`src/design/egcd_pkg.sv`:
```
// ============================================================================
// egcd_pkg
// Shared types, constants and the microcode store of the extended gcd unit.
// ============================================================================
package egcd_pkg;

    // Fixed field widths of the channels
    localparam int unsigned OPERAND_W = 31;
    localparam int unsigned COEF_W    = 32;

    // Step counter
    localparam int unsigned PC_W = 3;

    typedef logic [PC_W-1:0] pc_t;

    // Program addresses
    localparam pc_t STEP_LOAD     = 3'd0;
    localparam pc_t STEP_TEST     = 3'd1;
    localparam pc_t STEP_DIV_INIT = 3'd2;
    localparam pc_t STEP_DIV      = 3'd3;
    localparam pc_t STEP_UPDATE   = 3'd4;
    localparam pc_t STEP_EMIT     = 3'd5;

    // Datapath operations
    typedef enum logic [2:0] {
        OP_NOP,
        OP_LOAD,
        OP_DIV_INIT,
        OP_DIV_STEP,
        OP_UPDATE,
        OP_EMIT
    } op_t;

    // Hold conditions: the step stays put until its channel is ready
    typedef enum logic [1:0] {
        WAIT_NONE,
        WAIT_IN,
        WAIT_OUT
    } wait_t;

    // Branch conditions
    typedef enum logic [1:0] {
        COND_NEXT,
        COND_ALWAYS,
        COND_RZERO,
        COND_CNT_NZ
    } cond_t;

    typedef struct packed {
        op_t   op;
        wait_t wait_kind;
        cond_t cond;
        pc_t   target;
    } cw_t;

    // Sequencer -> datapath
    typedef struct packed {
        op_t  op;
        logic exec;
    } ctrl_t;

    // Datapath -> sequencer
    typedef struct packed {
        logic r_zero;
        logic cnt_nz;
        logic out_free;
    } status_t;

    // Microprogram
    function automatic cw_t rom_word(input pc_t pc);
        cw_t cw;
        case (pc)
            STEP_LOAD:     cw = '{OP_LOAD,     WAIT_IN,   COND_NEXT,   STEP_LOAD};
            STEP_TEST:     cw = '{OP_NOP,      WAIT_NONE, COND_RZERO,  STEP_EMIT};
            STEP_DIV_INIT: cw = '{OP_DIV_INIT, WAIT_NONE, COND_NEXT,   STEP_LOAD};
            STEP_DIV:      cw = '{OP_DIV_STEP, WAIT_NONE, COND_CNT_NZ, STEP_DIV};
            STEP_UPDATE:   cw = '{OP_UPDATE,   WAIT_NONE, COND_ALWAYS, STEP_TEST};
            STEP_EMIT:     cw = '{OP_EMIT,     WAIT_OUT,  COND_ALWAYS, STEP_LOAD};
            default:       cw = '{OP_NOP,      WAIT_NONE, COND_ALWAYS, STEP_LOAD};
        endcase
        return cw;
    endfunction

endpackage

```
`src/design/egcd_in_if.sv`:
```
// ============================================================================
// egcd_in_if
// Operand channel: valid/ready handshake carrying one operand pair.
// ============================================================================
interface egcd_in_if;
    logic                                valid;
    logic                                ready;
    logic [egcd_pkg::OPERAND_W-1:0]      first_operand;
    logic [egcd_pkg::OPERAND_W-1:0]      second_operand;

    modport source (
        output valid,
        output first_operand,
        output second_operand,
        input  ready
    );

    modport sink (
        input  valid,
        input  first_operand,
        input  second_operand,
        output ready
    );
endinterface

```
`src/design/egcd_out_if.sv`:
```
// ============================================================================
// egcd_out_if
// Result channel: valid/ready handshake carrying gcd, coefficient and flag.
// ============================================================================
interface egcd_out_if;
    logic                                valid;
    logic                                ready;
    logic [egcd_pkg::OPERAND_W-1:0]      gcd_value;
    logic signed [egcd_pkg::COEF_W-1:0]  coefficient;
    logic                                coprime;

    modport source (
        output valid,
        output gcd_value,
        output coefficient,
        output coprime,
        input  ready
    );

    modport sink (
        input  valid,
        input  gcd_value,
        input  coefficient,
        input  coprime,
        output ready
    );
endinterface

```
`src/design/extended_gcd_unit.sv`:
```
// ============================================================================
// extended_gcd_unit
// Extended Euclidean algorithm: gcd, Bezout coefficient of the second
// operand and a coprime flag, run by a small microcoded sequencer.
// ============================================================================
//
//  channel  | dir | fields                                  | handshake
//  ---------+-----+-----------------------------------------+-----------
//  in_ch    | in  | first_operand[30:0], second_operand[30:0]| valid/ready
//  out_ch   | out | gcd_value[30:0], coefficient[31:0] s,    | valid/ready
//           |     | coprime                                 |
//
//  Each item runs k Euclid steps, k <= ~46 at WIDTH = 31. Each step uses the
//  bit-serial divider: one quotient bit per cycle, WIDTH quotient bits per
//  step.
//  One item in flight; in_ch.ready is high only at the load step.
//  Reset clears the step counter and the result valid flag; no clearing pass.
//  A result held on out_ch does not stop the next item from being loaded and
//  computed; the unit waits only when a new result is ready and the old one
//  has not been taken.
//
// Microprogram (one control word per step):
//   LOAD      wait for an item, set r_prev/r_cur, t_prev = 0, t_cur = 1
//   TEST      r_cur == 0 -> EMIT
//   DIV_INIT  clear remainder/accumulator, start bit counter
//   DIV       restoring divide bit, acc = 2*acc + q_bit*t_cur; loop WIDTH times
//   UPDATE    rotate remainders and t = t_prev - q*t_cur; back to TEST
//   EMIT      wait for a free result register, write it, back to LOAD
//
// The coefficient is only ever needed modulo 2^32, so t and q*t are kept in
// 32 bits throughout.
// ============================================================================
module extended_gcd_unit #(
    parameter int unsigned WIDTH = 31
) (
    input  logic        clk,
    input  logic        rst_n,
    egcd_in_if.sink     in_ch,
    egcd_out_if.source  out_ch
);

    egcd_pkg::ctrl_t   ctrl;
    egcd_pkg::status_t status;

    egcd_seq u_seq (
        .clk      (clk),
        .rst_n    (rst_n),
        .in_valid (in_ch.valid),
        .status   (status),
        .ctrl     (ctrl),
        .in_ready (in_ch.ready)
    );

    egcd_dp #(
        .WIDTH (WIDTH)
    ) u_dp (
        .clk            (clk),
        .rst_n          (rst_n),
        .ctrl           (ctrl),
        .first_operand  (in_ch.first_operand),
        .second_operand (in_ch.second_operand),
        .out_ready      (out_ch.ready),
        .status         (status),
        .out_valid      (out_ch.valid),
        .gcd_value      (out_ch.gcd_value),
        .coefficient    (out_ch.coefficient),
        .coprime        (out_ch.coprime)
    );

endmodule

```
`src/design/egcd_seq.sv`:
```
// ============================================================================
// egcd_seq
// Microcode sequencer: step counter, control store fetch, holds and jumps.
// ============================================================================
module egcd_seq (
    input  logic                clk,
    input  logic                rst_n,
    input  logic                in_valid,
    input  egcd_pkg::status_t   status,
    output egcd_pkg::ctrl_t     ctrl,
    output logic                in_ready
);

    egcd_pkg::pc_t pc_reg;
    egcd_pkg::pc_t pc_next;
    egcd_pkg::cw_t cw;
    logic          stall;
    logic          taken;

    always_comb
    begin
        cw    = egcd_pkg::rom_word(pc_reg);
        stall = ((cw.wait_kind == egcd_pkg::WAIT_IN)  && !in_valid) ||
                ((cw.wait_kind == egcd_pkg::WAIT_OUT) && !status.out_free);
        case (cw.cond)
            egcd_pkg::COND_NEXT:   taken = 1'b0;
            egcd_pkg::COND_ALWAYS: taken = 1'b1;
            egcd_pkg::COND_RZERO:  taken = status.r_zero;
            egcd_pkg::COND_CNT_NZ: taken = status.cnt_nz;
            default:               taken = 1'b0;
        endcase
        if (stall)
        begin
            pc_next = pc_reg;
        end
        else if (taken)
        begin
            pc_next = cw.target;
        end
        else
        begin
            pc_next = pc_reg + egcd_pkg::pc_t'(1);
        end
    end

    assign ctrl.op   = cw.op;
    assign ctrl.exec = !stall;
    assign in_ready  = (cw.wait_kind == egcd_pkg::WAIT_IN);

    always_ff @(posedge clk or negedge rst_n)
    begin
        if (!rst_n)
        begin
            pc_reg <= egcd_pkg::STEP_LOAD;
        end
        else
        begin
            pc_reg <= pc_next;
        end
    end

endmodule

```
`src/design/egcd_dp.sv`:
```
// ============================================================================
// egcd_dp
// Euclid datapath: remainder/coefficient registers, bit-serial restoring
// divider with Horner accumulation of quotient * t, and the result register.
// ============================================================================
module egcd_dp #(
    parameter int unsigned WIDTH = 31
) (
    input  logic                                clk,
    input  logic                                rst_n,
    input  egcd_pkg::ctrl_t                     ctrl,
    input  logic [egcd_pkg::OPERAND_W-1:0]      first_operand,
    input  logic [egcd_pkg::OPERAND_W-1:0]      second_operand,
    input  logic                                out_ready,
    output egcd_pkg::status_t                   status,
    output logic                                out_valid,
    output logic [egcd_pkg::OPERAND_W-1:0]      gcd_value,
    output logic signed [egcd_pkg::COEF_W-1:0]  coefficient,
    output logic                                coprime
);

    localparam int unsigned CNT_W = $clog2(WIDTH);
    localparam int unsigned C_W   = egcd_pkg::COEF_W;
    localparam int unsigned EXT_W = 64;

    logic [WIDTH-1:0] r_prev_reg, r_prev_next;
    logic [WIDTH-1:0] r_cur_reg,  r_cur_next;
    logic [C_W-1:0]   t_prev_reg, t_prev_next;
    logic [C_W-1:0]   t_cur_reg,  t_cur_next;
    logic [WIDTH-1:0] rem_reg,    rem_next;
    logic [WIDTH-1:0] dvd_reg,    dvd_next;
    logic [C_W-1:0]   acc_reg,    acc_next;
    logic [CNT_W-1:0] cnt_reg,    cnt_next;

    logic                            out_valid_reg, out_valid_next;
    logic [egcd_pkg::OPERAND_W-1:0]  gcd_reg,       gcd_next;
    logic [C_W-1:0]                  coef_reg,      coef_next;
    logic                            coprime_reg,   coprime_next;

    logic [EXT_W-2:0] m_ext;
    logic [EXT_W-2:0] v_ext;
    logic [EXT_W-1:0] g_ext;
    logic [WIDTH:0]   shifted;
    logic [WIDTH:0]   trial;
    logic             qbit;
    logic             go;

    // Operands truncated/extended to the datapath width
    assign m_ext = (EXT_W-1)'(first_operand);
    assign v_ext = (EXT_W-1)'(second_operand);
    assign g_ext = EXT_W'(r_prev_reg);

    // One restoring division step
    assign shifted = {rem_reg, dvd_reg[WIDTH-1]};
    assign trial   = shifted - {1'b0, r_cur_reg};
    assign qbit    = !trial[WIDTH];

    assign go = ctrl.exec;

    always_comb
    begin
        r_prev_next    = r_prev_reg;
        r_cur_next     = r_cur_reg;
        t_prev_next    = t_prev_reg;
        t_cur_next     = t_cur_reg;
        rem_next       = rem_reg;
        dvd_next       = dvd_reg;
        acc_next       = acc_reg;
        cnt_next       = cnt_reg;
        gcd_next       = gcd_reg;
        coef_next      = coef_reg;
        coprime_next   = coprime_reg;
        out_valid_next = out_valid_reg && !out_ready;
        if (go)
        begin
            case (ctrl.op)
                egcd_pkg::OP_LOAD:
                begin
                    r_prev_next = m_ext[WIDTH-1:0];
                    r_cur_next  = v_ext[WIDTH-1:0];
                    t_prev_next = '0;
                    t_cur_next  = C_W'(1);
                end
                egcd_pkg::OP_DIV_INIT:
                begin
                    rem_next = '0;
                    dvd_next = r_prev_reg;
                    acc_next = '0;
                    cnt_next = CNT_W'(WIDTH - 1);
                end
                egcd_pkg::OP_DIV_STEP:
                begin
                    rem_next = qbit ? trial[WIDTH-1:0] : shifted[WIDTH-1:0];
                    dvd_next = {dvd_reg[WIDTH-2:0], 1'b0};
                    // acc = 2*acc + qbit*t_cur, modulo 2^32
                    acc_next = {acc_reg[C_W-2:0], 1'b0} + (qbit ? t_cur_reg : '0);
                    cnt_next = cnt_reg - CNT_W'(1);
                end
                egcd_pkg::OP_UPDATE:
                begin
                    r_prev_next = r_cur_reg;
                    r_cur_next  = rem_reg;
                    t_prev_next = t_cur_reg;
                    t_cur_next  = t_prev_reg - acc_reg;
                end
                egcd_pkg::OP_EMIT:
                begin
                    gcd_next       = g_ext[egcd_pkg::OPERAND_W-1:0];
                    coef_next      = t_prev_reg;
                    coprime_next   = (r_prev_reg == WIDTH'(1));
                    out_valid_next = 1'b1;
                end
                default:
                begin
                end
            endcase
        end
    end

    assign status.r_zero   = (r_cur_reg == '0);
    assign status.cnt_nz   = (cnt_reg != '0);
    assign status.out_free = !out_valid_reg || out_ready;

    assign out_valid   = out_valid_reg;
    assign gcd_value   = gcd_reg;
    assign coefficient = coef_reg;
    assign coprime     = coprime_reg;

    always_ff @(posedge clk or negedge rst_n)
    begin
        if (!rst_n)
        begin
            out_valid_reg <= 1'b0;
            cnt_reg       <= '0;
        end
        else
        begin
            out_valid_reg <= out_valid_next;
            cnt_reg       <= cnt_next;
        end
    end

    always_ff @(posedge clk)
    begin
        r_prev_reg  <= r_prev_next;
        r_cur_reg   <= r_cur_next;
        t_prev_reg  <= t_prev_next;
        t_cur_reg   <= t_cur_next;
        rem_reg     <= rem_next;
        dvd_reg     <= dvd_next;
        acc_reg     <= acc_next;
        gcd_reg     <= gcd_next;
        coef_reg    <= coef_next;
        coprime_reg <= coprime_next;
    end

endmodule
```
`src/flat_wrapper.sv`:
```
// flat-port wrapper written by rule: the top's interface ports become plain ports
module extended_gcd_unit_flat 
#(
    parameter int unsigned WIDTH = 31
)
  (clk, rst_n, in_ch_valid, in_ch_first_operand, in_ch_second_operand, in_ch_ready, out_ch_valid, out_ch_gcd_value, out_ch_coefficient, out_ch_coprime, out_ch_ready);
  egcd_in_if in_ch_i ();
  egcd_out_if out_ch_i ();
  input  logic clk;
  input  logic rst_n;
  input wire logic [$bits(in_ch_i.valid)-1:0] in_ch_valid;
  input wire logic [$bits(in_ch_i.first_operand)-1:0] in_ch_first_operand;
  input wire logic [$bits(in_ch_i.second_operand)-1:0] in_ch_second_operand;
  output wire logic [$bits(in_ch_i.ready)-1:0] in_ch_ready;
  output wire logic [$bits(out_ch_i.valid)-1:0] out_ch_valid;
  output wire logic [$bits(out_ch_i.gcd_value)-1:0] out_ch_gcd_value;
  output wire logic [$bits(out_ch_i.coefficient)-1:0] out_ch_coefficient;
  output wire logic [$bits(out_ch_i.coprime)-1:0] out_ch_coprime;
  input wire logic [$bits(out_ch_i.ready)-1:0] out_ch_ready;
  assign in_ch_i.valid = in_ch_valid;
  assign in_ch_i.first_operand = in_ch_first_operand;
  assign in_ch_i.second_operand = in_ch_second_operand;
  assign in_ch_ready = in_ch_i.ready;
  assign out_ch_valid = out_ch_i.valid;
  assign out_ch_gcd_value = out_ch_i.gcd_value;
  assign out_ch_coefficient = out_ch_i.coefficient;
  assign out_ch_coprime = out_ch_i.coprime;
  assign out_ch_i.ready = out_ch_ready;
  extended_gcd_unit #(.WIDTH(WIDTH)) u_core (.clk(clk), .rst_n(rst_n), .in_ch(in_ch_i), .out_ch(out_ch_i));
endmodule
```
`config.mk`:
```
export PLATFORM = sky130hd
export DESIGN_NAME = extended_gcd_unit_flat
export DESIGN_NICKNAME = d
export VERILOG_FILES = /design/src/design/egcd_pkg.sv /design/src/design/egcd_in_if.sv /design/src/design/egcd_out_if.sv /design/src/design/extended_gcd_unit.sv /design/src/design/egcd_seq.sv /design/src/design/egcd_dp.sv /design/src/flat_wrapper.sv
export SDC_FILE = /design/constraint.sdc
export NUM_CORES = 1
export LEC_CHECK = 0
export ABC_CLOCK_PERIOD_IN_PS = 7410
export CAP_MARGIN = 0
export CORE_MARGIN = 2
export CORE_UTILIZATION = 52
export DETAILED_ROUTE_END_ITERATION = 10
export DONT_BUFFER_PORTS = 1
export GPL_TIMING_DRIVEN = 0
export HOLD_SLACK_MARGIN = 0.15
export PLACE_DENSITY = 0.7
export SYNTH_ARGS = -nofsm -noshare
export SYNTH_HDL_FRONTEND = slang
export SYNTH_HIERARCHICAL = 1
export SYNTH_SLANG_ARGS = --single-unit
```
`constraint.sdc`:
```
create_clock -name clk -period 7.41 [get_ports clk]
set_input_delay 0.741 -clock clk [delete_from_list [all_inputs] [get_ports clk]]
set_output_delay 0.741 -clock clk [all_outputs]
set_load 0.05 [all_outputs]
```
# After elaboration in Yosys (flattened, before gate mapping)
# Cells that the tools add are included.
# op_classes
div_mod_pow	0
n_mux	15
bitwise_logic	1
mul	0
n_reduce_logical	18
n_eq_ne	16
n_shift	0
add_sub_neg	5
n_lt_le_gt_ge	0
# ops
op	count
$pmux W31 S2	4
$pmux W32 S2	3
$pmux W10 S6	1
$add A32 B32 Y32	1
$mux W32	1
$sub A32 B31 Y32	1
$sub A32 B32 Y32	1
$eq A31 B1 Y1 const B	1
$logic_not A31 Y1	1
$mux W31	1
$eq A3 B2 Y1 const B	4
$eq A3 B3 Y1 const B	4
$pmux W5 S2	1
$eq A2 B2 Y1 const B	3
$eq A3 B1 Y1 const B	2
$reduce_and A2 Y1	3
$reduce_bool A5 Y1	1
$sub A5 B1 Y5 const B	1
$eq A2 B1 Y1 const B	2
$logic_not A1 Y1	4
$pmux W1 S4	1
$reduce_bool A2 Y1	2
$add A3 B1 Y3 const B	1
$logic_and A1 B1 Y1	3
6 further kinds	8
# totals
in_bits	66
word_cells	68
romBits	0
latch_bits	0
mem_count	0
out_inout_bits	66
ff_bits	293
ram_bits	0

# Logic depth before layout (Yosys ltp)
# Gate-level depths: netlist of run 1.
# depth
word_depth	7
ltp_mapped	23
depth_no_buf	20

# Cells and area by module
# Netlist of run 1, hierarchy kept.
# modules_own_cells
mod	n_inst	area_per_inst_um2	cells_per_inst	seq_area_each_um2
egcd_dp	1	16155.5	1538	8678.3
egcd_seq	1	345.3	39	75.1

# Least setup slack after synthesis of run 1
# Ideal clock, no wire load.
# synth_timing
path_kind	register to register
startpoint	register u_core.u_dp.rem_reg[5]
endpoint	register u_core.u_dp.acc_reg[24] (data pin)
n_path_buf	2
setup_time_ns	0.266
period_less_slack_ns	4.677
path_slack_ns	2.733
t_arrival_ns	4.411
required_ns	7.144
path_stages_with_launch	21
cell_sequence	edfxtp_1 > ha_1 > a21o_1 > or3_1 > o211ai_2 > o2111ai_1 > a31oi_4 > xnor2_4 > clkbuf_8 > buf_2 > and2_1 > ha_1 > a21o_1 > a21o_1 > a21o_1 > a22o_1 > a2111oi_2 > o21bai_1 > a21oi_1 > xnor2_1 > nor2_1
# synth_via
elab_chain_cells	4
# synth_lines
element	line_no	text
from (decl)	egcd_dp.sv:30	logic [WIDTH-1:0] rem_reg, rem_next;
from (signal assigned)	egcd_dp.sv:149	rem_reg <= rem_next;
$sub A32 B31 Y32	egcd_dp.sv:55	assign trial = shifted - {1'b0, r_cur_reg};
$mux W32	egcd_dp.sv:96	acc_next = {acc_reg[C_W-2:0], 1'b0} + (qbit ? t_cur_reg : '0);
$add A32 B32 Y32	egcd_dp.sv:96	
$pmux W32 S2	egcd_dp.sv:76	case (ctrl.op)
to (signal assigned)	egcd_dp.sv:151	acc_reg <= acc_next;
to (decl)	egcd_dp.sv:32	logic [C_W-1:0] acc_reg, acc_next;
# Every way passes these cells.
# A chain may end at the register's enable or synchronous reset.

# Worst setup path after layout of run 1
# layout_timing
startpoint	register u_core.u_dp.rem_reg[26]
endpoint	register u_core.u_dp.acc_reg[31] (data pin)
# The elaborated chain is that of the path after synthesis.

==> results of run 1 <==
routing by layer:
layer | share of wire | vias to the layer above | GRT usage
met5 | 0 | - | 0
met4 | 0.024 | 0 | 0.0665
met3 | 0.072 | 63 | 0.0401
met2 | 0.46 | 420 | 0.387
met1 | 0.45 | 5665 | 0.344
li1 | - | 5746 | -
metrics by stage:
stage / utilization / setup WS [ns]
2_1_floorplan: - / 2.73
3_3_place_gp: 0.542 / 1.16
3_5_place_dp: 0.545 / 1.76
4_1_cts: 0.580 / 1.75
5_1_grt: 0.580 / 1.42
6_report: 0.580 / 1.71
placed cells by master, fill, tap and decap left out, types with 31 or more instances in the layout:
master     netlist  final
and3_1          37     37
inv_1           90     89
edfxtp_1       284    284
clkbuf_16        0     31
a21oi_1         83     83
xor2_1          31     31
ha_1            99     99
nor2_1         134    134
o21ai_0         87     87
nand2_1        282    282
and2_1          37     36
xnor2_1         37     37
clkbuf_1        41     44
power by group through the flow:
stage,Combinational (mW),Sequential [mW],Clock [mW]
6_report,0.0201,1.79,1.66
5_1_grt,0.0232,1.79,1.75
4_1_cts,0.0199,1.79,1.68
3_5_place_dp,0.0185,1.83,0
3_3_place_gp,0.0177,1.83,0
2_1_floorplan,0.0120,1.83,0
cells by family (layout without fill, tap and decap cells):
family,Yosys count,after routing,synth area share
AND/OR/NAND/NOR,621,621,0.171
multiplexers,25,25,0.0154
AO/OA/AOI/OAI,321,321,0.127
adder cells (fa/ha/maj),102,102,0.0787
XOR/XNOR,70,70,0.0391
flip-flops,293,293,0.530
buffers and inverters,145,207,0.0378
worst max-delay path, stage by stage (launching register included):
cell       delay (ns)
edfxtp_1         0.43
ha_1             0.40
a211oi_2         0.22
o21bai_1         0.16
nor4_1           0.33
o2111ai_1        0.22
a31oi_4          0.26
xnor2_4          0.16
clkbuf_2         0.25
and2_1           0.21
ha_1             0.21
fa_1             0.41
a21oi_1          0.28
o211ai_1         0.16
a31oi_1          0.40
o21ai_0          0.19
a31oi_1          0.32
o21ai_0          0.20
a31oi_1          0.23
xnor3_1          0.23
and2_1           0.16
area by class of cell:
type | count | area, sq um
clock inverter | 22 | 293
clock buffer | 35 | 791
buffer | 54 | 285
sequential | 293 | 8750
inverter | 91 | 342
fill | 2638 | 13200
multi-input combinational | 1139 | 7130
timing repair buffer | 5 | 113
tap | 402 | 503
how the worst max path moves through the flow:
stage | end | start | depth (start not counted)
after floorplan | u_core/u_dp/acc_reg[24] | u_core/u_dp/rem_reg[5] | 20
after global placement | u_core/u_dp/r_cur_reg[4] | u_core/u_seq/pc_reg[1] | 7
after detailed placement | u_core/u_dp/acc_reg[31] | u_core/u_dp/rem_reg[26] | 20
after CTS | u_core/u_dp/acc_reg[31] | u_core/u_dp/rem_reg[26] | 20
after global routing | u_core/u_dp/acc_reg[31] | u_core/u_dp/rem_reg[10] | 20
final | u_core/u_dp/acc_reg[31] | u_core/u_dp/rem_reg[26] | 20
timing repair:
item	in CTS	in global routing
endpoints found under the hold margin	9	0
buffers inserted	0	0
endpoints found under the setup margin	0	0
hold buffers	1	0
==> metrics.yaml, run 1 <==
status:
  status: "finished, final reports clean"
timing:
  fmaxAchievable_mhz: 175
  final_max_slew_viol_count: 0
  fin_hold_ws_ns: 0.353
  relSlewSlack: 0.363
  fin_crit_sh: 0.769
  grt_setup_unrepaired: "false"
  timing.setup.tns_ns: 0
  finalClockSkew_ns: 0.0125
  hold_viol_final: 0
  setup_viol: 0
  tightest_slew_ns: 0.956
  fin_crit_ns: 5.70
power:
  p_int_mw: 2.81
  cellPowerDensity_mw_per_mm2: 191
  p_clk_frac: 0.478
  p_seq_frac: 0.517
  netSwitchingPower_mw: 0.665
  combPwrFrac: 0.006
  p_leak_nw: 7.57
  switching_share: 0.191
  power.total_mw: 3.47
  ir_drop_mv: 0.175
layout:
  nets: 1783
  antenna_cells: 0
  drive_gt1_frac: 0.0665
  design_area_sq_mm: 0.0182
  stdcell_count: 2041
  syn_to_final_growth_pct: 10.3
synthesis:
  synthTopCellsByCount: "edfxtp_1, nand2_1, nor2_1"
  ys.flop_type: "edfxtp_1"
  synth_top_area_frac: 0.517
  synth_edf_count: 284
  yosysTopAreaCell: "edfxtp_1"
  ys_ff_latch: 293
  synth_cells: 1577
  synth_area_per_cell_sq_um: 10.5
  synthesis.nets: 1745
  synth_area_sq_mm: 0.0165
  synth.distinct_cells: 91
  yosys.cell_count.top_type: "edfxtp_1"
  yosys_warnings: 6
  synthArstFlopShare: 0.0307
  synth_area_leaders: "edfxtp_1, ha_1, nand2_1"
  ys_seq_area_frac: 0.530
drt:
  drc: 0
  vias_per_cell: 5.83
  wl_per_cell_microns: 19.6
  num_vias: 11900
  drtIter0Drc: 1155
  wirelength_mm: 40.1
  ant_nets: 0
  dr.pass1.iters: 6
worst_setup_path:
  timing.rr.start: "u_core/u_dp/rem_reg[26]"
  startpoint_type: "flip-flop"
  r2r-end: "u_core/u_dp/acc_reg[31]"
  reg2reg_slack_ns: 1.71
  required_ns: 7.73
  crit_type: "reg -> reg"
  arrival_ns: 6.02
  critPathCaptureType: "flip-flop"
  rr_worst_depth: 20
  path_max_fanout: 10
placed_design:
  hpwlAfterDp_mm: 29.6
  placedCellCount: 1983
  postPlaceCellArea_sq_mm: 0.0171
  port_buffers: 0
  gp_congestion: 0.928
cts:
  clock_latency_ns: 0.57
  cts_buffer_depth: 3
  cts_root_buffer: "clkbuf_16"
  tritoncts: "yes"
  numCtsBuffers: 31
  cts-htree-levels: 1
  cts_resized: 0
  clkTransAtPathRegs_ns: 0.06
  cts_sinks: 293
floorplan:
  ios: 132
  die_h_microns: 182
  coreArea_sq_mm: 0.0314
  die_w_microns: 182
  die-area_sq_mm: 0.0332
  initial_core_util: 0.526
  fp-row-count: 65
global_routing:
  grt.total_usage: 0.242
  grt_first_pass_wirelength_mm: 62.9
  grt_start_max_net_pins: 62
  antenna_found_initial: 0
  gr-total-overflow: 0
  grt_pass1_vias: 11500
min_path:
  hold_start: "in_ch_second_operand[22]"
  min_to: "u_core/u_dp/r_cur_reg[22]"
  holdPathStages: 2
  hp-class: "in -> reg"
job:
  cap_violations: 0
Power figures use the tool's default switching activity.
==> run 2, diff against run 1 <==
- ABC_CLOCK_PERIOD_IN_PS: 7410 -> 5700
- clock period: 7.41 -> 5.7 ns (I/O delays scaled with it)
==> run 2 against run 1 <==
  * Clock power rose by 30%
  * Total power up 30%
  * Sequential power increased by 30%
  * Clock skew is 0.0031 ns higher
  * Non-clock buffer count rose by 1
  * Die area unchanged
  * Largest power group unchanged
  * Cell count is essentially flat
  * Fmax up 4.3%
  * Critical path type unchanged
==> metrics.yaml, run 2 (same netlist as run 1, synthesis figures left out) <==
cts:
  cts-htree-levels: 1  # unchanged
  cts_sinks: 293  # unchanged
  cts_buffer_depth: 3  # unchanged
  numCtsBuffers: 31  # unchanged
  tritoncts: "yes"
  clock_latency_ns: 0.57  # about the same
  clkTransAtPathRegs_ns: 0.06  # about the same
  cts_root_buffer: "clkbuf_16"
timing:
  finalClockSkew_ns: 0.0156  # +0.00315 ns
  tightest_slew_ns: 0.977  # +0.0204 ns
  hold_viol_final: 0  # unchanged
  setup_viol: 0  # unchanged
  final_max_slew_viol_count: 0  # unchanged
  fin_crit_ns: 5.47  # -0.234 ns
  fin_hold_ws_ns: 0.181  # -0.172 ns
  fin_crit_sh: 0.959  # +0.190
  grt_setup_unrepaired: "true"
  relSlewSlack: 0.349  # -0.0136
  setup_slack_ns: 0.234  # -1.48 ns
  fmaxAchievable_mhz: 183  # +4.3%
drt:
  dr.pass1.iters: 5  # -1
  num_vias: 11900  # +0.10%
  vias_per_cell: 5.83  # about the same
  wirelength_mm: 40.3  # +0.45%
  drc: 0  # unchanged
  ant_nets: 0  # unchanged
  drtIter0Drc: 1222  # +5.8%
  wl_per_cell_microns: 19.7  # +0.41%
layout:
  final_util: 0.581  # +0.00124
  nets: 1784  # +0.056%
  antenna_cells: 0  # unchanged
  final_cell_mix: "edfxtp_1, nand2_1, nor2_1"
  drive_gt1_frac: 0.0695  # +0.00301
  final_common_cell: "edfxtp_1"
  syn_to_final_growth_pct: 10.6
min_path:
  hold_start: "in_ch_second_operand[22]"
  hp-class: "in -> reg"
  min_to: "u_core/u_dp/r_cur_reg[22]"
  holdPathStages: 2  # unchanged
floorplan:
  die-area_sq_mm: 0.0332  # unchanged
  die_w_microns: 182  # unchanged
  ios: 132  # unchanged
  initial_core_util: 0.526  # unchanged
  coreArea_sq_mm: 0.0314  # unchanged
  fp-row-count: 65  # unchanged
  die_h_microns: 182  # unchanged
power:
  p_leak_nw: 7.58  # +0.15%
  netSwitchingPower_mw: 0.864  # +30%
  cellPowerDensity_mw_per_mm2: 247  # +30%
  p_seq_frac: 0.517  # about the same
  p_int_mw: 3.65  # +30%
  p_clk_frac: 0.478  # about the same
  combPwrFrac: 0.006  # about the same
  ir_drop_mv: 0.229  # +30%
  switching_share: 0.191  # about the same
global_routing:
  met2_usage: 0.387  # unchanged
  grt_use_met1: 0.344  # unchanged
  grt_first_pass_wirelength_mm: 62.9  # unchanged
  grt.total_usage: 0.242  # unchanged
  grt_start_max_net_pins: 62  # unchanged
  grt_util_met3: 0.0401  # unchanged
  gr-total-overflow: 0  # unchanged
  grt_pass1_vias: 11500  # unchanged
  grt.busiest_layer: "met2"
  antenna_found_initial: 0  # unchanged
worst_setup_path:
  arrival_ns: 5.79  # -0.23 ns
  required_ns: 6.02  # -1.71 ns
  reg2reg_slack_ns: 0.23  # -1.48 ns
  r2r-end: "u_core/u_dp/acc_reg[31]"
  path_max_fanout: 10  # unchanged
  critPathCaptureType: "flip-flop"
  timing.rr.start: "u_core/u_dp/r_cur_reg[20]"
  crit_type: "reg -> reg"
  rr_worst_depth: 22  # +10%
  startpoint_type: "flip-flop"
status:
  status: "finished, final reports clean"
placed_design:
  pre_cts_slack_ns: 0.0543  # -1.71 ns
  gp_congestion: 0.928  # unchanged
  hpwlAfterDp_mm: 29.6  # unchanged
  port_buffers: 0  # unchanged
job:
  cap_violations: 0  # unchanged
## run 2: cell count changes in the layout (fill, tap and decap cells not counted), sizes merged
| cell | change |
|---|---|
| buf | +1 |
## run 2: critical path, stage by stage (launching register included)
cell,delay [ns]
edfxtp_1,0.38
inv_1,0.16
ha_1,0.26
buf_6,0.14
a21oi_1,0.20
o21ai_0,0.11
nor4_1,0.30
o2111ai_1,0.22
a31oi_4,0.26
xnor2_4,0.15
clkbuf_2,0.26
and2_1,0.21
ha_1,0.21
fa_1,0.42
a21oi_2,0.21
o211ai_1,0.15
a31oi_2,0.32
o21ai_0,0.17
a31oi_1,0.25
o21ai_0,0.19
a31oi_1,0.23
xnor3_1,0.23
and2_1,0.16
## run 2: worst max-delay path by stage
stage | cells after the start | end | start
after global placement | 7 | u_core/u_dp/r_cur_reg[4] | u_core/u_seq/pc_reg[1]
after floorplan | 20 | u_core/u_dp/acc_reg[24] | u_core/u_dp/rem_reg[5]
after detailed placement | 20 | u_core/u_dp/acc_reg[31] | u_core/u_dp/rem_reg[26]
after global routing | 20 | u_core/u_dp/acc_reg[31] | u_core/u_dp/rem_reg[26]
final | 22 | u_core/u_dp/acc_reg[31] | u_core/u_dp/r_cur_reg[20]
after CTS | 20 | u_core/u_dp/acc_reg[31] | u_core/u_dp/rem_reg[26]
## run 2: area by class of cell
type,instances,area (sq um)
Fill cell,2632,13100
Sequential cell,293,8750
Multi-Input combinational cell,1139,7160
Clock buffer,35,791
Tap cell,402,503
Inverter,91,342
Clock inverter,22,293
Buffer,54,285
Timing Repair Buffer,6,120
## run 2: power by group through the flow
stage               Sequential (mW)  Clock (mW)  Combinational (mW)
floorplan                      2.38           0              0.0156
global placement               2.38           0              0.0230
detailed placement             2.38           0              0.0240
CTS                            2.33        2.19              0.0258
global route                   2.33        2.28              0.0301
finish                         2.33        2.16              0.0262
## run 2: what timing repair did
| action | 4_1_cts | 5_1_grt |
|---|---|---|
| setup endpoints to repair | 0 | 6 |
| hold buffers | 1 | 0 |
| hold endpoints to repair | 9 | 0 |
| buffers inserted | 0 | 1 |
| gates resized for setup | 0 | 6 |
## run 2: stage by stage
step / area [sq um] / cells / total power, mW / TNS [ns]
3_3_place_gp: 17000 / 1979 / 2.40 / -118.11
6_report: 18200 / 2042 / 4.52 / 0
2_1_floorplan: 16500 / 1577 / 2.39 / 0
4_1_cts: 18200 / 2041 / 4.55 / 0
5_1_grt: 18200 / 2042 / 4.64 / -0.0342
3_5_place_dp: 17100 / 1983 / 2.40 / 0
## run 2: layer usage
layer  vias to the layer above  part of all wire
li1                       5740                 -
met1                      5688              0.45
met2                       418              0.46
met3                        60             0.070
met4                         0             0.024
met5                         -                 0
